File: src/design/baro_sequence_and_compensation_macros.svh
// Assertion macros used by the barometer compensation top level.
// Expects clk and rst_n in the scope of each use.
`ifndef BARO_SEQUENCE_AND_COMPENSATION_MACROS_SVH
`define BARO_SEQUENCE_AND_COMPENSATION_MACROS_SVH

// Same-cycle implication, disabled in reset.
`define BSC_ASSERT_IMP(name, ante, cons, msg) \
  name: assert property (@(posedge clk) disable iff (!rst_n) (ante) |-> (cons)) \
    else $error(msg);

// Next-cycle implication, disabled in reset.
`define BSC_ASSERT_NXT(name, ante, cons, msg) \
  name: assert property (@(posedge clk) disable iff (!rst_n) (ante) |=> (cons)) \
    else $error(msg);

`endif

File: src/design/bsc_pkg.sv
// Shared types, constants and microcode ROM for the barometer compensation block.
// No dependencies; used by bsc_sequencer, bsc_datapath and the top level.
package bsc_pkg;

  localparam int STAGE_W = 3;
  localparam int STEP_W  = 4;
  localparam int COEF_W  = 16;
  localparam int WORD_W  = 24;
  localparam int TEMP_W  = 19;
  localparam int PRES_W  = 32;
  localparam int CIDX_W  = 3;

  localparam logic [CIDX_W-1:0] CFG_SENS        = 3'd0;
  localparam logic [CIDX_W-1:0] CFG_OFFSET      = 3'd1;
  localparam logic [CIDX_W-1:0] CFG_SENS_TEMP   = 3'd2;
  localparam logic [CIDX_W-1:0] CFG_OFFSET_TEMP = 3'd3;
  localparam logic [CIDX_W-1:0] CFG_REF_TEMP    = 3'd4;
  localparam logic [CIDX_W-1:0] CFG_TEMP_SENS   = 3'd5;

  localparam logic signed [19:0] TEMP_REF  = 20'sd2000;
  localparam logic signed [19:0] TEMP_COLD = -20'sd1500;

  localparam logic [STEP_W-1:0] STEP_APPLY = 4'd9;
  localparam logic [STEP_W-1:0] STEP_PMUL  = 4'd10;

  typedef struct packed {
    logic [COEF_W-1:0] sens;
    logic [COEF_W-1:0] offset;
    logic [COEF_W-1:0] sens_temp;
    logic [COEF_W-1:0] offset_temp;
    logic [COEF_W-1:0] ref_temp;
    logic [COEF_W-1:0] temp_sens;
  } coef_t;

  typedef enum logic [1:0] {MA_DT, MA_D, MA_WORD} mul_a_t;

  typedef enum logic [2:0] {
    MB_C6, MB_C4, MB_C3, MB_DT, MB_D, MB_SLO, MB_SHI
  } mul_b_t;

  typedef enum logic [3:0] {
    OP_NOP, OP_DT, OP_TEMP, OP_OFF, OP_SENS, OP_T2, OP_OFF2, OP_COLD,
    OP_APPLY, OP_LO, OP_FULL, OP_PRES
  } uop_t;

  typedef enum logic [1:0] {JC_NONE, JC_WARM, JC_MILD} jcond_t;

  typedef struct packed {
    mul_a_t             ma;
    mul_b_t             mb;
    uop_t               op;
    jcond_t             jc;
    logic [STEP_W-1:0]  target;
    logic               last;
  } uword_t;

  typedef struct packed {
    logic warm;
    logic mild;
  } dp_flags_t;

  function automatic uword_t uw(input mul_a_t ma, input mul_b_t mb, input uop_t op,
                                input jcond_t jc, input logic [STEP_W-1:0] target,
                                input logic last);
    uword_t w;
    w.ma     = ma;
    w.mb     = mb;
    w.op     = op;
    w.jc     = jc;
    w.target = target;
    w.last   = last;
    return w;
  endfunction

  localparam uword_t UW_NOP = '{ma: MA_DT, mb: MB_DT, op: OP_NOP, jc: JC_NONE,
                                target: '0, last: 1'b0};

  function automatic uword_t ucode_rom(input logic [STEP_W-1:0] addr);
    uword_t w;
    case (addr)
      4'd0:  w = uw(MA_DT,   MB_DT,  OP_DT,    JC_NONE, '0,         1'b0);
      4'd1:  w = uw(MA_DT,   MB_C6,  OP_NOP,   JC_NONE, '0,         1'b0);
      4'd2:  w = uw(MA_DT,   MB_C4,  OP_TEMP,  JC_NONE, '0,         1'b0);
      4'd3:  w = uw(MA_DT,   MB_C3,  OP_OFF,   JC_NONE, '0,         1'b0);
      4'd4:  w = uw(MA_DT,   MB_DT,  OP_SENS,  JC_WARM, STEP_PMUL,  1'b0);
      4'd5:  w = uw(MA_D,    MB_D,   OP_T2,    JC_NONE, '0,         1'b0);
      4'd6:  w = uw(MA_DT,   MB_DT,  OP_OFF2,  JC_MILD, STEP_APPLY, 1'b0);
      4'd7:  w = uw(MA_D,    MB_D,   OP_NOP,   JC_NONE, '0,         1'b0);
      4'd8:  w = uw(MA_DT,   MB_DT,  OP_COLD,  JC_NONE, '0,         1'b0);
      4'd9:  w = uw(MA_DT,   MB_DT,  OP_APPLY, JC_NONE, '0,         1'b0);
      4'd10: w = uw(MA_WORD, MB_SLO, OP_NOP,   JC_NONE, '0,         1'b0);
      4'd11: w = uw(MA_WORD, MB_SHI, OP_LO,    JC_NONE, '0,         1'b0);
      4'd12: w = uw(MA_DT,   MB_DT,  OP_FULL,  JC_NONE, '0,         1'b0);
      4'd13: w = uw(MA_DT,   MB_DT,  OP_PRES,  JC_NONE, '0,         1'b1);
      default: w = uw(MA_DT, MB_DT,  OP_NOP,   JC_NONE, '0,         1'b1);
    endcase
    return w;
  endfunction

endpackage

File: src/design/baro_sequence_and_compensation.sv
// Barometer read sequencing and second-order temperature compensation, top level.
// Depends on bsc_pkg, bsc_sequencer, bsc_datapath and the assertion macro header.
//
// Usage: each input beat carries one 24-bit ADC word. A stage counter marks the first
// word of a round as raw temperature (stored, result_valid 0, zero fields) and the next
// PRESSURE_READS words as raw pressures, each giving compensated temperature and
// pressure. next_conversion names the conversion to start after the beat.
// Calibration words are to be written by the user on the cfg port (index 0 to 5) only
// while the block is idle; the block itself does not enforce this. A temperature beat
// passes from acceptance through the done state into the output register. A pressure
// beat runs a 9, 12 or 14 step microprogram (at or above 20 C, between -15 C and 20 C,
// below -15 C), bound by the one shared 25x25 multiplier, and its result then passes
// through the done state to the output register; no new beat is taken unless idle.
// A finished result waits in the output register while out_stall is high; the block
// keeps taking and working on the next beat and holds that one only at its end.
// Reset (synchronous, active low) clears the stage counter, the calibration words and
// the output valid; the next beat after reset is a temperature.
module baro_sequence_and_compensation #(
  parameter int PRESSURE_READS = 4
) (
  input  logic                                clk,
  input  logic                                rst_n,
  input  logic                                cfg_we,
  input  logic [bsc_pkg::CIDX_W-1:0]          cfg_index,
  input  logic [bsc_pkg::COEF_W-1:0]          cfg_wdata,
  input  logic                                in_valid,
  output logic                                in_stall,
  input  logic [bsc_pkg::WORD_W-1:0]          in_adc_word,
  output logic                                out_valid,
  input  logic                                out_stall,
  output logic                                out_result_valid,
  output logic signed [bsc_pkg::TEMP_W-1:0]   out_temperature_centi,
  output logic signed [bsc_pkg::PRES_W-1:0]   out_pressure_pa,
  output logic                                out_next_conversion
);
  import bsc_pkg::*;
  `include "baro_sequence_and_compensation_macros.svh"

  localparam logic [STAGE_W-1:0] STAGE_LAST = STAGE_W'(PRESSURE_READS);

  typedef enum logic [2:0] {
    S_IDLE = 3'b001,
    S_RUN  = 3'b010,
    S_DONE = 3'b100
  } state_t;

  state_t             state_r, state_nxt;
  logic [STAGE_W-1:0] stage_r, stage_nxt;
  coef_t              coef_r;
  logic               press_r;
  logic               next_r;
  logic               out_valid_r, out_valid_nxt;
  logic               res_valid_r;
  logic signed [TEMP_W-1:0] res_temp_r;
  logic signed [PRES_W-1:0] res_pres_r;
  logic               res_next_r;

  logic               in_acc;
  logic               out_free;
  logic               out_load;
  logic               seq_start;
  logic               seq_done;
  uword_t             ctrl;
  dp_flags_t          flags;
  logic signed [TEMP_W-1:0] dp_temp;
  logic signed [PRES_W-1:0] dp_pres;

  assign in_stall  = state_r != S_IDLE;
  assign in_acc    = in_valid && !in_stall;
  assign out_free  = !out_valid_r || !out_stall;
  assign out_load  = (state_r == S_DONE) && out_free;
  assign seq_start = in_acc && (stage_r != '0);

  always_comb begin
    state_nxt = state_r;
    case (state_r)
      S_IDLE: begin
        if (in_acc) begin
          state_nxt = (stage_r == '0) ? S_DONE : S_RUN;
        end
      end
      S_RUN: begin
        if (seq_done) begin
          state_nxt = S_DONE;
        end
      end
      S_DONE: begin
        if (out_free) begin
          state_nxt = S_IDLE;
        end
      end
      default: state_nxt = S_IDLE;
    endcase

    stage_nxt = stage_r;
    if (in_acc) begin
      if (stage_r == '0) begin
        stage_nxt = 3'd1;
      end else if (stage_r >= STAGE_LAST) begin
        stage_nxt = '0;
      end else begin
        stage_nxt = stage_r + 1'b1;
      end
    end

    out_valid_nxt = out_load || (out_valid_r && out_stall);
  end

  always_ff @(posedge clk) begin
    if (!rst_n) begin
      state_r     <= S_IDLE;
      stage_r     <= '0;
      out_valid_r <= 1'b0;
      coef_r      <= '0;
    end else begin
      state_r     <= state_nxt;
      stage_r     <= stage_nxt;
      out_valid_r <= out_valid_nxt;
      if (cfg_we) begin
        case (cfg_index)
          CFG_SENS:        coef_r.sens        <= cfg_wdata;
          CFG_OFFSET:      coef_r.offset      <= cfg_wdata;
          CFG_SENS_TEMP:   coef_r.sens_temp   <= cfg_wdata;
          CFG_OFFSET_TEMP: coef_r.offset_temp <= cfg_wdata;
          CFG_REF_TEMP:    coef_r.ref_temp    <= cfg_wdata;
          CFG_TEMP_SENS:   coef_r.temp_sens   <= cfg_wdata;
          default: begin
          end
        endcase
      end
    end
  end

  always_ff @(posedge clk) begin
    if (in_acc) begin
      press_r <= stage_r != '0;
      next_r  <= (stage_r != '0) && (stage_r >= STAGE_LAST);
    end
    if (out_load) begin
      res_valid_r <= press_r;
      res_temp_r  <= press_r ? dp_temp : '0;
      res_pres_r  <= press_r ? dp_pres : '0;
      res_next_r  <= next_r;
    end
  end

  bsc_sequencer u_seq (
    .clk   (clk),
    .rst_n (rst_n),
    .start (seq_start),
    .flags (flags),
    .ctrl  (ctrl),
    .done  (seq_done)
  );

  bsc_datapath u_dp (
    .clk       (clk),
    .ctrl      (ctrl),
    .coef      (coef_r),
    .load_temp (in_acc && (stage_r == '0)),
    .load_word (in_acc),
    .adc_word  (in_adc_word),
    .flags     (flags),
    .temp_out  (dp_temp),
    .pres_out  (dp_pres)
  );

  assign out_valid             = out_valid_r;
  assign out_result_valid      = res_valid_r;
  assign out_temperature_centi = res_temp_r;
  assign out_pressure_pa       = res_pres_r;
  assign out_next_conversion   = res_next_r;

  `BSC_ASSERT_IMP(a_stage_range, 1'b1, stage_r <= STAGE_LAST, "stage beyond last read")
  `BSC_ASSERT_NXT(a_temp_then_first, in_acc && (stage_r == '0), stage_r == 3'd1,
                  "temperature beat did not advance to first pressure")
  `BSC_ASSERT_NXT(a_pressure_runs, in_acc && (stage_r != '0), state_r == S_RUN,
                  "pressure beat did not start the microprogram")
  `BSC_ASSERT_IMP(a_done_in_run, seq_done, state_r == S_RUN,
                  "microprogram finished outside run state")
  `BSC_ASSERT_IMP(a_temp_beat_zero, out_valid && !out_result_valid,
                  out_pressure_pa == '0 && out_temperature_centi == '0 && !out_next_conversion,
                  "temperature beat result not zero")

endmodule

File: src/design/bsc_sequencer.sv
// Step counter and microcode ROM lookup with conditional jumps.
// Depends on bsc_pkg for the control word and the ROM contents.
module bsc_sequencer (
  input  logic               clk,
  input  logic               rst_n,
  input  logic               start,
  input  bsc_pkg::dp_flags_t flags,
  output bsc_pkg::uword_t    ctrl,
  output logic               done
);
  import bsc_pkg::*;

  logic [STEP_W-1:0] step_r, step_nxt;
  logic              run_r, run_nxt;
  uword_t            cur;
  logic              taken;

  always_comb begin
    cur = ucode_rom(step_r);
    case (cur.jc)
      JC_NONE: taken = 1'b0;
      JC_WARM: taken = flags.warm;
      JC_MILD: taken = flags.mild;
      default: taken = 1'b0;
    endcase
    ctrl     = run_r ? cur : UW_NOP;
    done     = run_r && cur.last;
    run_nxt  = start || (run_r && !cur.last);
    step_nxt = step_r;
    if (start) begin
      step_nxt = '0;
    end else if (run_r && !cur.last) begin
      step_nxt = taken ? cur.target : step_r + 1'b1;
    end
  end

  always_ff @(posedge clk) begin
    if (!rst_n) begin
      run_r  <= 1'b0;
      step_r <= '0;
    end else begin
      run_r  <= run_nxt;
      step_r <= step_nxt;
    end
  end

endmodule

File: src/design/bsc_datapath.sv
// Compensation datapath: one shared registered 25x25 multiplier and working registers.
// Depends on bsc_pkg; driven one control word per cycle by bsc_sequencer.
module bsc_datapath (
  input  logic                                 clk,
  input  bsc_pkg::uword_t                      ctrl,
  input  bsc_pkg::coef_t                       coef,
  input  logic                                 load_temp,
  input  logic                                 load_word,
  input  logic [bsc_pkg::WORD_W-1:0]           adc_word,
  output bsc_pkg::dp_flags_t                   flags,
  output logic signed [bsc_pkg::TEMP_W-1:0]    temp_out,
  output logic signed [bsc_pkg::PRES_W-1:0]    pres_out
);
  import bsc_pkg::*;

  logic [WORD_W-1:0]  raw_temp_r;
  logic [WORD_W-1:0]  word_r;
  logic signed [24:0] dt_r;
  logic signed [19:0] temp_r;
  logic signed [19:0] d_r;
  logic               cold_r;
  logic signed [41:0] off_r;
  logic signed [39:0] sens_r;
  logic signed [39:0] off2_r;
  logic signed [39:0] sens2_r;
  logic signed [63:0] acc_r;
  logic signed [49:0] prod_r;
  logic signed [31:0] pres_r;

  logic signed [24:0] a_op;
  logic signed [24:0] b_op;
  logic signed [49:0] prod_nxt;
  logic [39:0]        p40;
  logic [39:0]        five_p;
  logic [39:0]        eleven_p;
  logic signed [43:0] pdiff;

  always_comb begin
    case (ctrl.ma)
      MA_DT:   a_op = dt_r;
      MA_D:    a_op = {{5{d_r[19]}}, d_r};
      MA_WORD: a_op = {1'b0, word_r};
      default: a_op = '0;
    endcase
    case (ctrl.mb)
      MB_C6:   b_op = {9'b0, coef.temp_sens};
      MB_C4:   b_op = {9'b0, coef.offset_temp};
      MB_C3:   b_op = {9'b0, coef.sens_temp};
      MB_DT:   b_op = dt_r;
      MB_D:    b_op = {{5{d_r[19]}}, d_r};
      MB_SLO:  b_op = {5'b0, sens_r[19:0]};
      MB_SHI:  b_op = {{5{sens_r[39]}}, sens_r[39:20]};
      default: b_op = '0;
    endcase
    prod_nxt = a_op * b_op;
    p40      = prod_r[39:0];
    five_p   = p40 + {p40[37:0], 2'b00};
    eleven_p = p40 + {p40[38:0], 1'b0} + {p40[36:0], 3'b000};
    pdiff    = {acc_r[63], acc_r[63:21]} - {{2{off_r[41]}}, off_r};
  end

  always_ff @(posedge clk) begin
    prod_r <= prod_nxt;
    if (load_temp) begin
      raw_temp_r <= adc_word;
    end
    if (load_word) begin
      word_r <= adc_word;
    end
    case (ctrl.op)
      OP_NOP: begin
      end
      OP_DT: begin
        dt_r <= $signed({1'b0, raw_temp_r}) - $signed({1'b0, coef.ref_temp, 8'b0});
      end
      OP_TEMP: begin
        temp_r <= $signed(prod_r[42:23]) + TEMP_REF;
      end
      OP_OFF: begin
        off_r <= $signed({10'b0, coef.offset, 16'b0}) + $signed(prod_r[48:7]);
      end
      OP_SENS: begin
        sens_r <= $signed({9'b0, coef.sens, 15'b0}) + $signed(prod_r[47:8]);
        d_r    <= temp_r - TEMP_REF;
      end
      OP_T2: begin
        temp_r <= temp_r - $signed({prod_r[49], prod_r[49:31]});
        d_r    <= temp_r - TEMP_COLD;
        cold_r <= temp_r < TEMP_COLD;
      end
      OP_OFF2: begin
        off2_r  <= $signed({1'b0, five_p[39:1]});
        sens2_r <= $signed({2'b0, five_p[39:2]});
      end
      OP_COLD: begin
        off2_r  <= off2_r + $signed({p40[36:0], 3'b000}) - $signed(p40);
        sens2_r <= sens2_r + $signed({1'b0, eleven_p[39:1]});
      end
      OP_APPLY: begin
        off_r  <= off_r - {{2{off2_r[39]}}, off2_r};
        sens_r <= sens_r - sens2_r;
      end
      OP_LO: begin
        acc_r <= {{14{prod_r[49]}}, prod_r};
      end
      OP_FULL: begin
        acc_r <= acc_r + $signed({prod_r[43:0], 20'b0});
      end
      OP_PRES: begin
        pres_r <= {{3{pdiff[43]}}, pdiff[43:15]};
      end
      default: begin
      end
    endcase
  end

  assign flags.warm = temp_r >= TEMP_REF;
  assign flags.mild = !cold_r;
  assign temp_out   = temp_r[TEMP_W-1:0];
  assign pres_out   = pres_r;

endmodule

File: config.mk
export PLATFORM = sky130hd
export DESIGN_NAME = baro_sequence_and_compensation
export DESIGN_NICKNAME = d
export VERILOG_FILES = /design/src/design/bsc_pkg.sv /design/src/design/baro_sequence_and_compensation.sv /design/src/design/bsc_sequencer.sv /design/src/design/bsc_datapath.sv
export VERILOG_INCLUDE_DIRS = /design/src /design/src/design
export SDC_FILE = /design/constraint.sdc
export NUM_CORES = 2
export LEC_CHECK = 0
export ABC_CLOCK_PERIOD_IN_PS = 11700
export BUFFER_PORTS_ARGS = -buffer_cell sky130_fd_sc_hd__clkbuf_2
export CAP_MARGIN = 20
export CELL_PAD_IN_SITES_DETAIL_PLACEMENT = 0
export CELL_PAD_IN_SITES_GLOBAL_PLACEMENT = 1
export CORE_ASPECT_RATIO = 0.6
export CORE_MARGIN = 3
export CORE_UTILIZATION = 45
export CTS_CLUSTER_DIAMETER = 200
export DETAILED_ROUTE_END_ITERATION = 16
export PLACE_DENSITY_LB_ADDON = 0.1
export SKIP_CTS_REPAIR_TIMING = 1
export SYNTH_ARGS = -nofsm -noshare
export SYNTH_HDL_FRONTEND = slang
export SYNTH_SLANG_ARGS = --single-unit
File: constraint.sdc
create_clock -name clk -period 11.7 [get_ports clk]
set_input_delay 2.925 -clock clk [delete_from_list [all_inputs] [get_ports clk]]
set_output_delay 2.925 -clock clk [all_outputs]
set_load 0.01 [all_outputs]
==> results_dict.tcl <==
set metrics [dict create \
    port-buffer-count 102 \
    grt_overflow_total 0 \
    holdCritPathClass "reg -> reg" \
    seqCellArea_um2 15500 \
    stdcell_count 9190 \
    required_ns 12.26 \
    cts_tree "built" \
    gp_congestion 1.03 \
    mostFrequentLayoutCell "inv_1" \
    postSynth.asyncResetShare 0 \
    drt_wl_total_um 244000 \
    critPathLaunch "u_seq.cur[12]" \
    first_iter_violations 6482 \
    die_x_um 495 \
    final_hold_viol_count 0 \
    pin_count 103 \
    placementRows 107 \
    syn-instance-count 7135 \
    path_class "reg -> reg" \
    fillers 13600 \
    multi_input_area_um2 44300 \
    crit_slowest_cell "o31ai_1" \
    rsz0062_at_grt "false" \
    synthFlopType "edfxtp_1" \
    grt_pass1_vias 49000 \
    drv_cap 0 \
    worst_slew_pin_slew_ns 1.38 \
    slowest_delay_ns 0.74 \
    pre_cts_ws_ns 1.48 \
    status "complete, no violations" \
    hold_ws_ns 0.420 \
    clkSinkCount 572 \
    avgSynthCellArea_um2 9.06 \
    clock_path_buffers 3 \
    start_util 0.454 \
    synthesis.nets 8471 \
    final_cell_mix "inv_1, nand2_1, fa_1, nor2_1, ha_1" \
    synth.cell_area_um2 64700 \
    synth_edf_count 401 \
    cts-buffers-inserted 59 \
    cp.arrival_ns 11.13 \
    clk_pin_slew_ns 0.07 \
    drtPass1Iterations 9 \
    placed_cells 9071 \
    endpoint_kind "flip-flop" \
    die_area_um2 148000 \
    finalSetupTns_ns 0 \
    ant_nets 0 \
    skew_ns 0.0750 \
    holdCritStartpoint "u_dp.raw_temp_r[3]" \
    fp.dieH_um 300 \
    grtUsageTotal 0.326 \
    fmax_mhz 94.7 \
    post-route-period-util 0.903 \
    critPathMostFrequentCell "fa_1" \
    synth_warnings 0 \
    clock_latency_ns 0.69 \
    slew_viol_final 0 \
    drc_errors 0 \
    finalCriticalPeriod_ns 10.56 \
    ys_ff_latch 572 \
    fin_ws_ns 1.14 \
    htreeDepth 2 \
    grt_max_degree 96 \
    hold_depth 0 \
    antenna_found_initial 19 \
    wl_per_cell_um 26.6 \
    layout-drive-gt1-share 0.0621 \
    cp-start-kind "flip-flop" \
    place_hpwl_um 198000 \
    viasPerCell 5.79 \
    core_um2 142000 \
    cts-root-buf "clkbuf_16" \
    slew_headroom 0.0823 \
    timing.rr.start "u_seq.cur[12]" \
    r2r_cells 31 \
    critPathMaxFanout 18 \
    vias 53200 \
    nets 8567 \
    setup_violations 0 \
    grt_pass1_wl_um 351000 \
    ys_seq_area_frac 0.239 \
    areaGrowthSynthToFinish_pct 8.51 \
    synth_cell_types 89 \
]
sequential cells by signal, summed over array words and instances (netlist names), 40 cells and up:
name and cells:
u_dp.acc_r 44, u_dp.sens2_r 40, u_dp.sens_r 40, u_dp.prod_r 50, coef_r 96, u_dp.off2_r 40
u_dp.off_r 42
logic make-up (layout without fill, tap and decap cells):
kind of cell | count (synthesis) | in the layout | share of synthesized area
AO/OA/AOI/OAI | 1545 | 1545 | 0.156
XOR/XNOR | 408 | 408 | 0.0553
adder cells (fa/ha/maj) | 1288 | 1288 | 0.335
buffers and inverters | 1355 | 1501 | 0.0793
flip-flops | 572 | 572 | 0.239
multiplexers | 15 | 15 | 0.00240
other | 0 | 2 | 0
AND/OR/NAND/NOR | 1952 | 1952 | 0.133
metrics by stage:
| step | utilization | area, um2 |
|---|---|---|
| 2_1_floorplan | - | 64700 |
| 6_report | 0.493 | 70200 |
| 3_3_place_gp | 0.478 | 68000 |
| 4_1_cts | 0.493 | 70100 |
| 5_1_grt | 0.493 | 70200 |
| 3_5_place_dp | 0.478 | 68100 |
cells in the mapped netlist (58+ instances only):
master / instances / share of area
inv_1: 1123 / 0.065
nor3_1: 92 / 0.0071
a31oi_1: 58 / 0.0056
ha_1: 547 / 0.11
nand3_1: 89 / 0.0069
a21o_1: 169 / 0.020
a21boi_0: 122 / 0.014
dfxtp_1: 171 / 0.053
o21bai_1: 60 / 0.0070
o21a_1: 62 / 0.0072
and2_1: 69 / 0.0067
nand2_1: 824 / 0.048
a22oi_1: 62 / 0.0072
fa_1: 741 / 0.23
nor2_1: 567 / 0.033
o21ai_0: 370 / 0.029
xnor2_1: 283 / 0.038
a21oi_1: 337 / 0.026
clkbuf_1: 215 / 0.012
xor2_1: 125 / 0.017
edfxtp_1: 401 / 0.19
nand2b_1: 69 / 0.0067
worst max-delay path: cells and delay by family, from the launching register on:
family	cells	cell delay [ns]
simple gates	7	1.26
compound gates	10	3.82
flops	1	0.35
xor+xnor	1	0.13
fa+ha+maj	8	3.67
buf+inv	5	1.17
area by class of cell:
type	instances	share of cell area
antenna	2	0.0000713
clock buffer	74	0.0233
clock inverter	37	0.00576
inverter	1124	0.0602
multi-input combinational	5208	0.631
sequential	572	0.220
tap	1907	0.0340
timing repair buffer	266	0.0253
layer usage:
layer / wire [um] / GRT usage / vias up
li1: - / - / 23900
met3: 32000 / 0.101 / 213
met5: 254 / 0.0101 / -
met4: 3700 / 0.0420 / 8
met1: 121000 / 0.551 / 26200
met2: 87000 / 0.398 / 2763
worst paths after layout:
| check | slack, ns | endpoint |
|---|---|---|
| worst max-delay path | 1.14 | u_dp.prod_r[49] |
| worst min-delay path | 0.42 | u_dp.dt_r[3] |
| worst max register to register | 1.14 | u_dp.prod_r[49] |
| worst min register to register | 0.42 | u_dp.dt_r[3] |
Power is not shown: default switching activity piles up to over one toggle a cycle in this logic, so the estimate is an artifact.
